==> src/hw/rtl/fsl_pkg.sv <==
// Types, codes and constants of the fixed-slot free-list allocator
`timescale 1ns / 1ps

package fsl_pkg;

	localparam int NUM_SLOTS = 256;
	localparam int IDX_W     = $clog2(NUM_SLOTS);
	localparam int LINK_W    = IDX_W + 1;
	localparam int COUNT_W   = 9;
	localparam int BYTES_W   = 13;
	localparam int OFF_W     = 20;
	localparam int PROD_W    = IDX_W + BYTES_W;
	localparam int CFG_IDX_W = 2;

	localparam logic [LINK_W-1:0]  END_LINK       = LINK_W'(NUM_SLOTS);
	localparam logic [COUNT_W-1:0] COUNT_MAX      = {COUNT_W{1'b1}};
	localparam logic [BYTES_W-1:0] MIN_SLOT_BYTES = BYTES_W'(8);

	// Request command codes
	localparam logic [1:0] CMD_INIT  = 2'd0;
	localparam logic [1:0] CMD_ALLOC = 2'd1;
	localparam logic [1:0] CMD_FREE  = 2'd2;

	// Response status codes
	localparam logic [1:0] STS_OK    = 2'd0;
	localparam logic [1:0] STS_EMPTY = 2'd1;
	localparam logic [1:0] STS_NULL  = 2'd2;
	localparam logic [1:0] STS_BAD   = 2'd3;

	// Configuration register indexes
	localparam logic [CFG_IDX_W-1:0] CFG_SLOT_COUNT = CFG_IDX_W'(0);
	localparam logic [CFG_IDX_W-1:0] CFG_SLOT_BYTES = CFG_IDX_W'(1);

	typedef struct packed {
		logic [1:0] command;
		logic [7:0] slot_index;
		logic       null_pointer;
	} req_t;

	typedef struct packed {
		logic [1:0]         status;
		logic [7:0]         granted_slot;
		logic [OFF_W-1:0]   byte_offset;
		logic [COUNT_W-1:0] live_count;
	} rsp_t;

	typedef enum logic [1:0] {
		ST_IDLE,
		ST_INIT,
		ST_ALLOC
	} state_t;

endpackage

==> src/hw/rtl/fixed_slot_free_list_allocator.sv <==
// Fixed-slot free-list allocator top level
//
// Keeps a pool of equal-size slots as a singly linked free list in a link RAM
// with registered read data. A request is taken only while the block is
// idle and its response register is free or draining. Free, a free of a null
// pointer, allocate on an empty list and the unused command are answered from
// the idle state; allocate passes through ALLOC, since the head's link comes
// back from the link RAM in the cycle after its read; init walks the slots in
// INIT, one link RAM write per slot. The list is empty after reset, so
// allocate reports no free slot until an init or a free has run; the link RAM
// has no clearing pass. Configuration writes are always ready.
`timescale 1ns / 1ps

module fixed_slot_free_list_allocator (
	input  logic                           clk,
	input  logic                           arst_n,
	input  logic                           req_valid,
	output logic                           req_stall,
	input  fsl_pkg::req_t                  req_data,
	output logic                           rsp_valid,
	input  logic                           rsp_stall,
	output fsl_pkg::rsp_t                  rsp_data,
	input  logic                           cfg_valid,
	output logic                           cfg_ready,
	input  logic [fsl_pkg::CFG_IDX_W-1:0]  cfg_index,
	input  logic [fsl_pkg::BYTES_W-1:0]    cfg_data
);

	import fsl_pkg::*;

	state_t             state_q, state_d;
	logic [LINK_W-1:0]  head_q, head_d;
	logic [COUNT_W-1:0] count_q, count_d;
	logic [LINK_W-1:0]  walk_q, walk_d;
	logic [LINK_W-1:0]  walk_next;
	logic [COUNT_W-1:0] slot_count_q;
	logic [BYTES_W-1:0] slot_bytes_q;
	logic [COUNT_W-1:0] init_n;
	logic [BYTES_W-1:0] slot_size;
	logic [PROD_W-1:0]  offset_prod;
	logic               rsp_valid_q;
	rsp_t               rsp_q, rsp_d;
	logic               rsp_load;
	logic               req_acc;
	logic               mem_we;
	logic [IDX_W-1:0]   mem_addr;
	logic [LINK_W-1:0]  mem_wdata;
	logic [LINK_W-1:0]  mem_rdata;

	// Link RAM: next-slot link of every free slot
	fsl_ram #(
		.WIDTH(LINK_W),
		.DEPTH(NUM_SLOTS)
	) u_link_ram (
		.clk  (clk),
		.we   (mem_we),
		.addr (mem_addr),
		.wdata(mem_wdata),
		.rdata(mem_rdata)
	);

	// Take a request only when idle and the response register can load
	assign req_stall = (state_q != ST_IDLE) || (rsp_valid_q && rsp_stall);
	assign req_acc   = req_valid && !req_stall;
	assign cfg_ready = 1'b1;

	// Clamp slot count and slot size
	assign init_n      = (slot_count_q > COUNT_W'(NUM_SLOTS)) ? COUNT_W'(NUM_SLOTS)
		: slot_count_q;
	assign slot_size   = (slot_bytes_q < MIN_SLOT_BYTES) ? MIN_SLOT_BYTES : slot_bytes_q;
	assign offset_prod = PROD_W'(head_q[IDX_W-1:0]) * PROD_W'(slot_size);
	assign walk_next   = walk_q + LINK_W'(1);

	// Next state, list update and response
	always_comb begin
		state_d   = state_q;
		head_d    = head_q;
		count_d   = count_q;
		walk_d    = walk_q;
		mem_we    = 1'b0;
		mem_addr  = head_q[IDX_W-1:0];
		mem_wdata = END_LINK;
		rsp_load  = 1'b0;
		rsp_d     = '0;
		case (state_q)
			ST_IDLE: begin
				if (req_acc) begin
					case (req_data.command)
						CMD_INIT: begin
							if (init_n == '0) begin
								head_d   = END_LINK;
								rsp_load = 1'b1;
							end else begin
								walk_d  = '0;
								state_d = ST_INIT;
							end
						end
						CMD_ALLOC: begin
							if (head_q == END_LINK) begin
								rsp_d.status = STS_EMPTY;
								rsp_load     = 1'b1;
							end else begin
								state_d = ST_ALLOC;
							end
						end
						CMD_FREE: begin
							if (req_data.null_pointer) begin
								rsp_d.status = STS_NULL;
							end else begin
								mem_we    = 1'b1;
								mem_addr  = req_data.slot_index;
								mem_wdata = head_q;
								head_d    = {1'b0, req_data.slot_index};
								if (count_q != '0) begin
									count_d = count_q - COUNT_W'(1);
								end
							end
							rsp_load = 1'b1;
						end
						default: begin
							rsp_load = 1'b1;
						end
					endcase
				end
			end
			ST_INIT: begin
				// Link one slot per cycle, terminate the last one
				mem_we   = 1'b1;
				mem_addr = walk_q[IDX_W-1:0];
				walk_d   = walk_next;
				if (COUNT_W'(walk_next) == init_n) begin
					mem_wdata = END_LINK;
					head_d    = '0;
					rsp_load  = 1'b1;
					state_d   = ST_IDLE;
				end else begin
					mem_wdata = walk_next;
				end
			end
			ST_ALLOC: begin
				// Pop the head using the link read last cycle
				head_d = mem_rdata;
				if (count_q != COUNT_MAX) begin
					count_d = count_q + COUNT_W'(1);
				end
				rsp_d.granted_slot = head_q[IDX_W-1:0];
				rsp_d.byte_offset  = offset_prod[OFF_W-1:0];
				rsp_load           = 1'b1;
				state_d            = ST_IDLE;
			end
			default: begin
				state_d = ST_IDLE;
			end
		endcase
		rsp_d.live_count = count_d;
	end

	// State register and list control
	always_ff @(posedge clk or negedge arst_n) begin
		if (!arst_n) begin
			state_q <= ST_IDLE;
			head_q  <= END_LINK;
			count_q <= '0;
			walk_q  <= '0;
		end else begin
			state_q <= state_d;
			head_q  <= head_d;
			count_q <= count_d;
			walk_q  <= walk_d;
		end
	end

	// Configuration registers
	always_ff @(posedge clk or negedge arst_n) begin
		if (!arst_n) begin
			slot_count_q <= COUNT_W'(256);
			slot_bytes_q <= BYTES_W'(64);
		end else if (cfg_valid && cfg_ready) begin
			case (cfg_index)
				CFG_SLOT_COUNT: slot_count_q <= cfg_data[COUNT_W-1:0];
				CFG_SLOT_BYTES: slot_bytes_q <= cfg_data;
				default: begin
				end
			endcase
		end
	end

	// Response valid: set on load, drop when taken
	always_ff @(posedge clk or negedge arst_n) begin
		if (!arst_n) begin
			rsp_valid_q <= 1'b0;
		end else if (rsp_load) begin
			rsp_valid_q <= 1'b1;
		end else if (!rsp_stall) begin
			rsp_valid_q <= 1'b0;
		end
	end

	// Response payload
	always_ff @(posedge clk) begin
		if (rsp_load) begin
			rsp_q <= rsp_d;
		end
	end

	assign rsp_valid = rsp_valid_q;
	assign rsp_data  = rsp_q;

endmodule

==> src/hw/rtl/fsl_ram.sv <==
// Generic single-port RAM with registered read data
`timescale 1ns / 1ps

module fsl_ram #(
	parameter int WIDTH = 8,
	parameter int DEPTH = 16
) (
	input  logic                     clk,
	input  logic                     we,
	input  logic [$clog2(DEPTH)-1:0] addr,
	input  logic [WIDTH-1:0]         wdata,
	output logic [WIDTH-1:0]         rdata
);

	logic [WIDTH-1:0] mem_q [DEPTH];
	logic [WIDTH-1:0] rdata_q;

	// Write on enable, register the read of the addressed entry
	always_ff @(posedge clk) begin
		if (we) begin
			mem_q[addr] <= wdata;
		end
		rdata_q <= mem_q[addr];
	end

	assign rdata = rdata_q;

endmodule

==> config.mk <==
export PLATFORM = sky130hd
export DESIGN_NAME = fixed_slot_free_list_allocator
export DESIGN_NICKNAME = d
export VERILOG_FILES = /design/src/hw/rtl/fsl_pkg.sv /design/src/hw/rtl/fixed_slot_free_list_allocator.sv /design/src/hw/rtl/fsl_ram.sv
export SDC_FILE = /design/constraint.sdc
export NUM_CORES = 2
export LEC_CHECK = 0
export BUFFER_PORTS_ARGS = -buffer_cell sky130_fd_sc_hd__buf_2
export CAP_MARGIN = 40
export CORE_MARGIN = 2
export CORE_UTILIZATION = 50
export CTS_CLUSTER_DIAMETER = 60
export DETAILED_ROUTE_END_ITERATION = 10
export PLACE_DENSITY = 0.77
export SLEW_MARGIN = 20
export SYNTH_ARGS = -nofsm -noshare
export SYNTH_HDL_FRONTEND = slang
export SYNTH_SLANG_ARGS = --single-unit
==> constraint.sdc <==
create_clock -name clk -period 13.75 [get_ports clk]
set_input_delay 1.375 -clock clk [delete_from_list [all_inputs] [get_ports clk]]
set_output_delay 1.375 -clock clk [all_outputs]
set_load 0.02 [all_outputs]
==> impl_metrics.sql <==
INSERT INTO impl_metrics (metric_group, metric, value, unit) VALUES
('pwr', 'net-switching-power', '5.62', 'mW'),
('clock_network', 'cts_max_path_buffers', '3', ''),
('placed_design', 'place.detailed.instances', '9006', ''),
('yosys', 'synthSimpleGateAreaFrac', '7.89', '%'),
('yosys', 'synth_adder_area_share', '1.95', '%'),
('critical_path', 'worst-path-max-fanout', '128', ''),
('sta', 'report.final.setup_viol', '0', ''),
('yosys', 'syn-mean-instance-area', '15.1', 'µm²'),
('sta', 'final.setup_skew', '0.0732', 'ns'),
('hold_path', 'timing.hold.worst.class', 'reg2reg', ''),
('yosys', 'share_of_the_synthesized_area_in_compound_gates_ao_oa_aoi_oai', '6.60', '%'),
('critical_path', 'endpoint_class_of_the_critical_path', 'register', ''),
('global_routing', 'number_of_global_route_vias_before_repair', '57300', ''),
('clock_network', 'clkTransAtPathRegs', '0.06', 'ns'),
('critical_path', 'slowest_stage_delay_on_critical_path', '0.79', 'ns'),
('outcome', 'violated_checks', 'DRC', ''),
('yosys', 'synth.mux.area_fraction', '7.83', '%'),
('floorplan', 'initial_cell_density_of_the_core', '50.3', '%'),
('global_routing', 'grt-ovfl-total', '0', ''),
('critical_path', 'timing.critical_path.cells', 'inv_1 -> ha_1 -> a21boi_4 -> inv_2 -> o311ai_2 -> buf_4 -> and2_4 -> buf_12 -> buf_12 -> mux2i_1 -> o22ai_1 -> nor4_1 -> o22a_1 -> a31oi_1 -> or4_1', ''),
('clock_network', 'root_buffer', 'clkbuf_16', ''),
('yosys', 'yosys_most_used_dff', 'edfxtp_1', ''),
('yosys', 'share_of_flip_flops_with_an_asynchronous_set_or_reset_after_synthesis', '2.16', '%'),
('yosys', 'postSynthCellCount', '6500', ''),
('yosys', 'yosysTopAreaCell', 'edfxtp_1', ''),
('layout', 'layout.cells.most_common', 'edfxtp_1', ''),
('floorplan', 'die-area', '200000', 'µm²'),
('clock_network', 'post_cts_buffers', '0', ''),
('sta', 'max_slew.worst_pin.slew', '1.10', 'ns'),
('yosys', 'ys_top_cells_by_area', 'edfxtp_1 72%, mux2i_1 7.4%, nand2_1 3.5%, o22ai_1 2.0%, fa_1 1.3%', ''),
('critical_path', 'critPathLaunchType', 'register', ''),
('yosys', 'synth_xor_area_share', '0.241', '%'),
('layout', 'final_nets', '6869', ''),
('critical_path', 'crit_path_top_delay_cell', 'nor4_1', ''),
('route', 'post_drt_via_cell_ratio', '6.25', ''),
('clock_network', 'cts_tree', 'done', ''),
('placed_design', 'finalWeightedCongestion', '0.902', ''),
('pwr', 'switching_share', '29.9', '%'),
('floorplan', 'pin_count', '73', ''),
('yosys', 'ys_seq_elements', '2404', ''),
('yosys', 'synth_seq_area_share', '73.1', '%'),
('pwr', 'intPower', '13.2', 'mW'),
('run', 'maxCapViolations', '0', ''),
('sta', 'fmax', '144', 'MHz'),
('clock_network', 'clock_insertion_delay_worst_skew', '0.89', 'ns'),
('critical_path', 'timing.critical_path.required', '14.50', 'ns'),
('floorplan', 'die_width', '447', 'µm'),
('outcome', 'outcome', 'finished with violations', ''),
('route', 'drtAntennaViolNets', '0', ''),
('layout', 'final_layout_size_suffix_gt1_share', '11.5', '%'),
('global_routing', 'grt.total_usage', '24.7', '%'),
('sta', 'max-slew-margin-rel', '24.7', '%'),
('floorplan', 'design.core.area', '195000', 'µm²'),
('critical_path', 'critPathBufInv', '5', ''),
('layout', 'final_design_area_no_fill', '111000', 'µm²'),
('route', 'dr.first_iter.drc_count', '8931', ''),
('global_routing', 'maximum_number_of_pins_on_one_net_before_global_route_repair', '229', ''),
('critical_path', 'cp_data_arrival_time', '7.72', 'ns'),
('critical_path', 'timing.setup.critical_path_class', 'reg2reg', ''),
('pwr', 'power.share.clock', '33.4', '%'),
('layout', 'final_cell_count_no_fill', '9546', ''),
('yosys', 'synth_area', '98200', 'µm²'),
('layout', 'synthToLayoutAreaGrowth', '12.6', '%'),
('yosys', 'postSynthNetCount', '6645', ''),
('layout', 'n_fill_cell', '14300', ''),
('route', 'drt_drc_violations_left', '3', ''),
('sta', 'final.period_utilization', '50.6', '%'),
('sta', 'totalNegativeSetupSlack', '0', 'ns'),
('clock_network', 'cts_max_level', '4', ''),
('global_routing', 'wire_length_of_the_first_global_routing_pass', '369', 'mm'),
('clock_network', 'clock_net_sink_count', '2404', '');
-- power by group through the flow --
stage | logic (mW) | registers (mW) | clock network, mW
after floorplan | 2.62 | 8.70 | 0
after global placement | 3.78 | 8.61 | 0
after detailed placement | 3.92 | 8.61 | 0
after CTS | 3.95 | 8.45 | 6.31
after global routing | 4.28 | 8.47 | 6.59
final | 4.06 | 8.46 | 6.27
-- cell type report --
cell class	count	area, µm²	area share (%)
clock buffers	266	5780	5.23
flip-flops and latches	2404	71800	64.9
well taps	2624	3280	2.97
clock inverters	151	1730	1.56
multi-input cells	3606	24300	22.0
inverters	96	360	0.326
repair buffers	392	3330	3.01
diodes	7	17.5	0.0158
-- registers in the layout, summed over array words and instances, names as in the netlist --
| signal | cells |
|---|---|
| count_q | 9 |
| u_link_ram.rdata | 9 |
| head_q | 9 |
| rsp_valid | 1 |
| slot_count_q | 9 |
| state_q | 2 |
| rsp_data | 39 |
| walk_q | 9 |
| u_link_ram.mem_q | 2304 |
| slot_bytes_q | 13 |
-- through the flow --
step	total power [mW]	hold slack, ns
final	18.8	0.512
after global routing	19.3	0.542
after CTS	18.7	0.510
after detailed placement	12.5	0.496
after global placement	12.4	0.491
after floorplan	11.3	0.469
-- cells by family after synthesis --
group           Yosys count
simple gates           1730
xor+xnor                 27
flops                  2404
mux                     762
compound gates          972
buf+inv                 490
fa+ha+maj               114
other cells               1
-- metal layers --
metal	up-vias	track usage [%]	wire, µm
met3	667	6.28	30800
met2	3908	38.8	118000
met4	24	10.6	11200
met1	29700	32.8	92500
li1	25400	-	-
met5	-	0	157
-- cells in the mapped netlist (18+ instances only) --
| master | instances |
|---|---|
| a21o_1 | 24 |
| a21oi_1 | 182 |
| a221oi_1 | 31 |
| a222oi_1 | 19 |
| a22o_1 | 25 |
| a311oi_1 | 18 |
| a31oi_1 | 114 |
| a32oi_1 | 19 |
| and2_1 | 93 |
| and3_1 | 97 |
| buf_2 | 159 |
| buf_4 | 38 |
| buf_6 | 18 |
| clkbuf_1 | 161 |
| dfrtp_1 | 49 |
| edfxtp_1 | 2343 |
| fa_1 | 65 |
| ha_1 | 49 |
| inv_1 | 94 |
| mux2_2 | 30 |
| mux2i_1 | 729 |
| nand2_1 | 925 |
| nand3_1 | 137 |
| nor2_1 | 279 |
| nor2b_1 | 18 |
| nor4_1 | 69 |
| o211ai_1 | 21 |
| o21ai_0 | 66 |
| o22ai_1 | 317 |
| o31a_1 | 26 |
| or4_1 | 48 |
-- path summary, 6_finish.rpt --
| path | startpoint | endpoint | slack (ns) | cells after the start |
|---|---|---|---|---|
| hold / removal | walk_q[8]$_DFFE_PN0P_ | walk_q[8]$_DFFE_PN0P_ | 0.51 | 2 |
| setup reg to reg | state_q[0]$_DFFE_PN0P_ | u_link_ram.rdata[3]$_DFF_P_ | 6.79 | 15 |
| max in group asynchronous | arst_n | slot_bytes_q[3]$_DFFE_PN0P_ | 12.59 | 2 |
| hold reg to reg | walk_q[8]$_DFFE_PN0P_ | walk_q[8]$_DFFE_PN0P_ | 0.51 | 2 |
| setup / recovery | state_q[0]$_DFFE_PN0P_ | u_link_ram.rdata[3]$_DFF_P_ | 6.79 | 15 |
| min in group asynchronous | arst_n | count_q[5]$_DFF_PN0_ | 0.62 | 2 |
-- worst reg2reg max path, stage by stage (launching register included) --
cell	delay (ns)
dfrtp_1	0.44
inv_1	0.11
ha_1	0.44
a21boi_4	0.39
inv_2	0.15
o311ai_2	0.27
buf_4	0.34
and2_4	0.59
buf_12	0.61
buf_12	0.90
mux2i_1	0.49
o22ai_1	0.17
nor4_1	0.79
o22a_1	0.23
a31oi_1	0.32
or4_1	0.62
Power figures use the tool's default switching activity.
